<file path="config.mk">
export PLATFORM = sky130hd
export DESIGN_NAME = lgbf_cfg_regs
export DESIGN_NICKNAME = d
export VERILOG_FILES = /design/src/design/lgbf_pkg.sv /design/src/design/lgbf_cfg_regs.sv
export SDC_FILE = /design/constraint.sdc
export NUM_CORES = 1
export LEC_CHECK = 0
export BUFFER_PORTS_ARGS = -buffer_cell sky130_fd_sc_hd__buf_2
export CORE_ASPECT_RATIO = 0.7
export CORE_MARGIN = 2
export CORE_UTILIZATION = 45
export CTS_CLUSTER_SIZE = 12
export DETAILED_ROUTE_END_ITERATION = 8
export PLACE_DENSITY_LB_ADDON = 0.2
export SYNTH_ARGS = -nofsm -noshare
export SYNTH_HDL_FRONTEND = slang
export SYNTH_SLANG_ARGS = --single-unit
</file>
<file path="constraint.sdc">
create_clock -name clk -period 2.5 [get_ports clk]
set_input_delay 0 -clock clk [delete_from_list [all_inputs] [get_ports clk]]
set_output_delay 0 -clock clk [all_outputs]
set_load 0.05 [all_outputs]
</file>
<file path="src/design/lgbf_pkg.sv">
package lgbf_pkg;

  localparam int DEF_MAX_NODES = 1024;
  localparam int DEF_MAX_EDGES = 32768;
  localparam int DEF_CAP_BITS  = 17;

  localparam int          CFG_W   = 11;
  localparam logic [30:0] INT_MAX = 31'h7FFF_FFFF;

  localparam logic RK_TOTAL = 1'b0;
  localparam logic RK_EDGE  = 1'b1;

  typedef enum logic [1:0] {
    FN_CLEAR   = 2'd0,
    FN_ADD     = 2'd1,
    FN_COMPUTE = 2'd2,
    FN_READ    = 2'd3
  } func_t;

  typedef enum logic [1:0] {
    STS_OK    = 2'd0,
    STS_FULL  = 2'd1,
    STS_RANGE = 2'd2
  } status_t;

  typedef enum logic [1:0] {
    REG_NODE_COUNT = 2'd0,
    REG_SOURCE     = 2'd1,
    REG_SINK       = 2'd2
  } reg_idx_t;

  typedef struct packed {
    logic [CFG_W-1:0] node_count;
    logic [CFG_W-1:0] source_node;
    logic [CFG_W-1:0] sink_node;
  } cfg_t;

  typedef enum logic [4:0] {
    S_CLR, S_IDLE,
    S_ADD0, S_ADD1, S_ADD2, S_ADD3,
    S_RD0, S_RD1,
    S_FCLR, S_LCLR, S_BINIT,
    S_BQ, S_BU, S_BU2, S_BE, S_BE2, S_BE3, S_BEND,
    S_CA0, S_CA1,
    S_DU, S_DA, S_DS, S_DS2, S_DS3, S_DR0, S_DR1,
    S_AG0, S_AG1, S_AG2, S_AG3,
    S_DONE
  } eng_state_t;

endpackage

</file>
<file path="src/design/lgbf_cfg_regs.sv">
module lgbf_cfg_regs (
  input  logic                clk,
  input  logic                rst_n,
  input  logic                psel,
  input  logic                penable,
  input  logic                pwrite,
  input  logic [3:0]          paddr,
  input  logic [31:0]         pwdata,
  output logic [31:0]         prdata,
  output logic                pready,
  output lgbf_pkg::cfg_t      cfg
);
  import lgbf_pkg::*;

  cfg_t cfg_r, cfg_nxt;
  logic wr_en;

  assign pready = 1'b1;
  assign wr_en  = psel && penable && pwrite;
  assign cfg    = cfg_r;

  always_comb begin
    cfg_nxt = cfg_r;
    if (wr_en) begin
      unique case (paddr[3:2])
        REG_NODE_COUNT: cfg_nxt.node_count  = pwdata[CFG_W-1:0];
        REG_SOURCE:     cfg_nxt.source_node = pwdata[CFG_W-1:0];
        REG_SINK:       cfg_nxt.sink_node   = pwdata[CFG_W-1:0];
        default:        cfg_nxt = cfg_r;
      endcase
    end
  end

  always_comb begin
    unique case (paddr[3:2])
      REG_NODE_COUNT: prdata = 32'(cfg_r.node_count);
      REG_SOURCE:     prdata = 32'(cfg_r.source_node);
      REG_SINK:       prdata = 32'(cfg_r.sink_node);
      default:        prdata = 32'd0;
    endcase
  end

  always_ff @(posedge clk) begin
    if (!rst_n) begin
      cfg_r.node_count  <= CFG_W'(1);
      cfg_r.source_node <= CFG_W'(1);
      cfg_r.sink_node   <= CFG_W'(1);
    end else begin
      cfg_r <= cfg_nxt;
    end
  end

endmodule

</file>
==> metrics.cfg <==
[detailed_routing]
wl_mm=3.52
initialDrtViolationCount=42
drt_first_pass_iters=4
wl_per_cell_microns=12.1
ant_nets=0
vias_per_cell=4.63
drcViolationCount=0
vias=1352

[worst_setup_path]
critPathMaxStageDelay_ns=0.47
reg2reg_from=cfg[4]$_SDFFE_PN0P_
path_delay_family=buffers and inverters
path_cells=buf_2 > nor2b_1 > buf_4 > nand2_1 > o21ai_0 > buf_2
crit_path_end_kind=output pin
cp_common_cell=buf_2
critical_path_peak_fanout=14
path_buf_inv=3
startpoint_type=input port
cp.required_ns=2.50
reg2reg_depth=2
crit_type=in -> out
rrSetupSlack_ns=1.83
crit_slowest_cell=nor2b_1
crit_arrival_ns=1.41
r2r_end=cfg[4]$_SDFFE_PN0P_

[power_and_ir_drop]
p_leak_nw=1.08
powerDensity_nw_per_um2=584
ir_drop_mv=0.265

[finish]
area_growth_pct=21.7
drive_gt1_frac=0.306
antennaDiodeCount=0
finalNonFillerCells=292
multi_input_area_sq_um=833
nNetsFinal=282
largest_register_ffs=33
seq_area_sq_um=661
nFillCells=323

[floorplanning]
rows=18
fp.dieW_microns=76.0
core_sq_um=3490
start_util=0.467
die_area_sq_um=4130
ios=107
die_y_microns=54.4

[timing]
post-route-period-util=0.563
relSlewSlack=0.518
holdWs_ns=0.00682
setup_viol=0
hold_viol_final=0
period_needed_ns=1.41
rsz0062_at_grt=no
fin_ws_ns=1.09
skew_ns=0
fmax_mhz=710
tightest_slew_ns=0.723
slew_viol_final=0
setup_tns_ns=0

[clock_network]
htree_num_levels=2
clk_path_buf_depth=2
root_buffer=clkbuf_8
clock_latency_ns=0.28
clkSinkCount=33
ctsResizeCount=0
cts_hold_buf=0
clk_pin_slew_worst_paths_ns=0.06
tritoncts=built
post_cts_buffers=0
cts_made_buffers=5

[grt]
grt_start_max_net_pins=45
grt_first_pass_wirelength_mm=5.58
gr-total-overflow=0
antenna_found_initial=0
grt_pass1_vias=1130
grt_usage=0.177

[min_path]
hold_path_end=cfg[0]$_SDFFE_PN1P_
min_path_cells=3
hp-class=in -> reg
min-delay-start=pwdata[0]

[yosys]
ys_ff_latch=33
synthTopCellsByArea=dfxtp_1, mux2i_1, nand2_1
netlist_area_sq_um=1630
avgSynthCellArea_sq_um=8.92
synth_cell_types=14
yosys.area.top_type=dfxtp_1
yosys_warnings=0
ys_seq_area_frac=0.405
synth.top_cell.area_share=0.405
syn_inst=183

[placement]
gp_congestion=0.733
place.detailed.hpwl_mm=2.39
dp.cells=284
io_buffers=61
place_ws_ns=1.08

[status]
status=finished clean

[flow_run]
max_cap_viol_count=0

layout make-up:
class                   instances  area share
clock inverters                 1     0.00252
well taps                      50      0.0315
repair buffers                 64       0.165
flip-flops and latches         33       0.333
multi-input cells             137       0.420
clock buffers                   7      0.0485
how the worst max path moves through the flow:
stage	slack [ns]	startpoint	endpoint	cells past startpoint
after floorplan	0.63	cfg[11]$_SDFFE_PN1P_	prdata[0]	2
after global placement	1.07	paddr[3]	prdata[10]	6
after detailed placement	1.08	paddr[3]	prdata[6]	6
after CTS	1.08	paddr[3]	prdata[6]	6
after global routing	0.96	paddr[3]	prdata[4]	6
final	1.09	paddr[3]	prdata[1]	6
worst min-delay path: cells and delay by family:
family                 cells  cell delay, ns
multiplexers               1            0.11
buffers and inverters      1            0.08
AND/OR/NAND/NOR            1            0.06
kinds of logic (layout without fill, tap and decap cells):
family                 after synthesis  after routing  synth area share
muxes                               44             44             0.270
other                                2             22           0.00460
and+or+nand+nor                     60             60             0.153
DFF                                 33             33             0.405
buffers and inverters               33             72             0.133
AOI/OAI and AO/OA                   11             11            0.0337
stage by stage:
| stage | instance area (sq um) | total power, mW | util |
|---|---|---|---|
| after floorplan | 1710 | 0.727 | - |
| after global placement | 1880 | 0.736 | 0.540 |
| after detailed placement | 1880 | 0.736 | 0.540 |
| after CTS | 1990 | 1.17 | 0.569 |
| after global routing | 1990 | 1.20 | 0.569 |
| final | 1990 | 1.16 | 0.569 |
metal layers:
layer	global-route usage	part of all wire
met3	0.0594	0.080
met5	0	0
met2	0.271	0.38
met1	0.240	0.53
met4	0.0545	0.011
cell usage after synthesis:
cell type,n
buf_2,3
buf_4,22
buf_6,1
clkbuf_1,7
conb_1,2
dfxtp_1,33
mux2i_1,44
nand2_1,51
nand3_1,1
nand4_1,1
nor2b_1,5
nor3_1,1
o21ai_0,11
or3b_4,1
power breakdown:
group          total (mW)  switching [mW]  internal, mW
Clock               0.435           0.187         0.249
Combinational       0.187           0.153        0.0338
Sequential          0.538         0.00504         0.533
Total                1.16           0.345         0.815
placed cells by master, fill, tap and decap left out:
master | netlist | routed
buf_2 | 3 | 61
nand2_1 | 51 | 51
mux2i_1 | 44 | 44
dfxtp_1 | 33 | 33
conb_1 | 2 | 22
o21ai_0 | 11 | 11
clkbuf_8 | 0 | 7
nor2b_1 | 5 | 5
buf_4 | 22 | 3
nand3_1 | 1 | 1
nor3_2 | 0 | 1
or3b_4 | 1 | 1
nand4_1 | 1 | 1
clkinv_2 | 0 | 1
No activity file was read; power rests on OpenSTA's default activity.
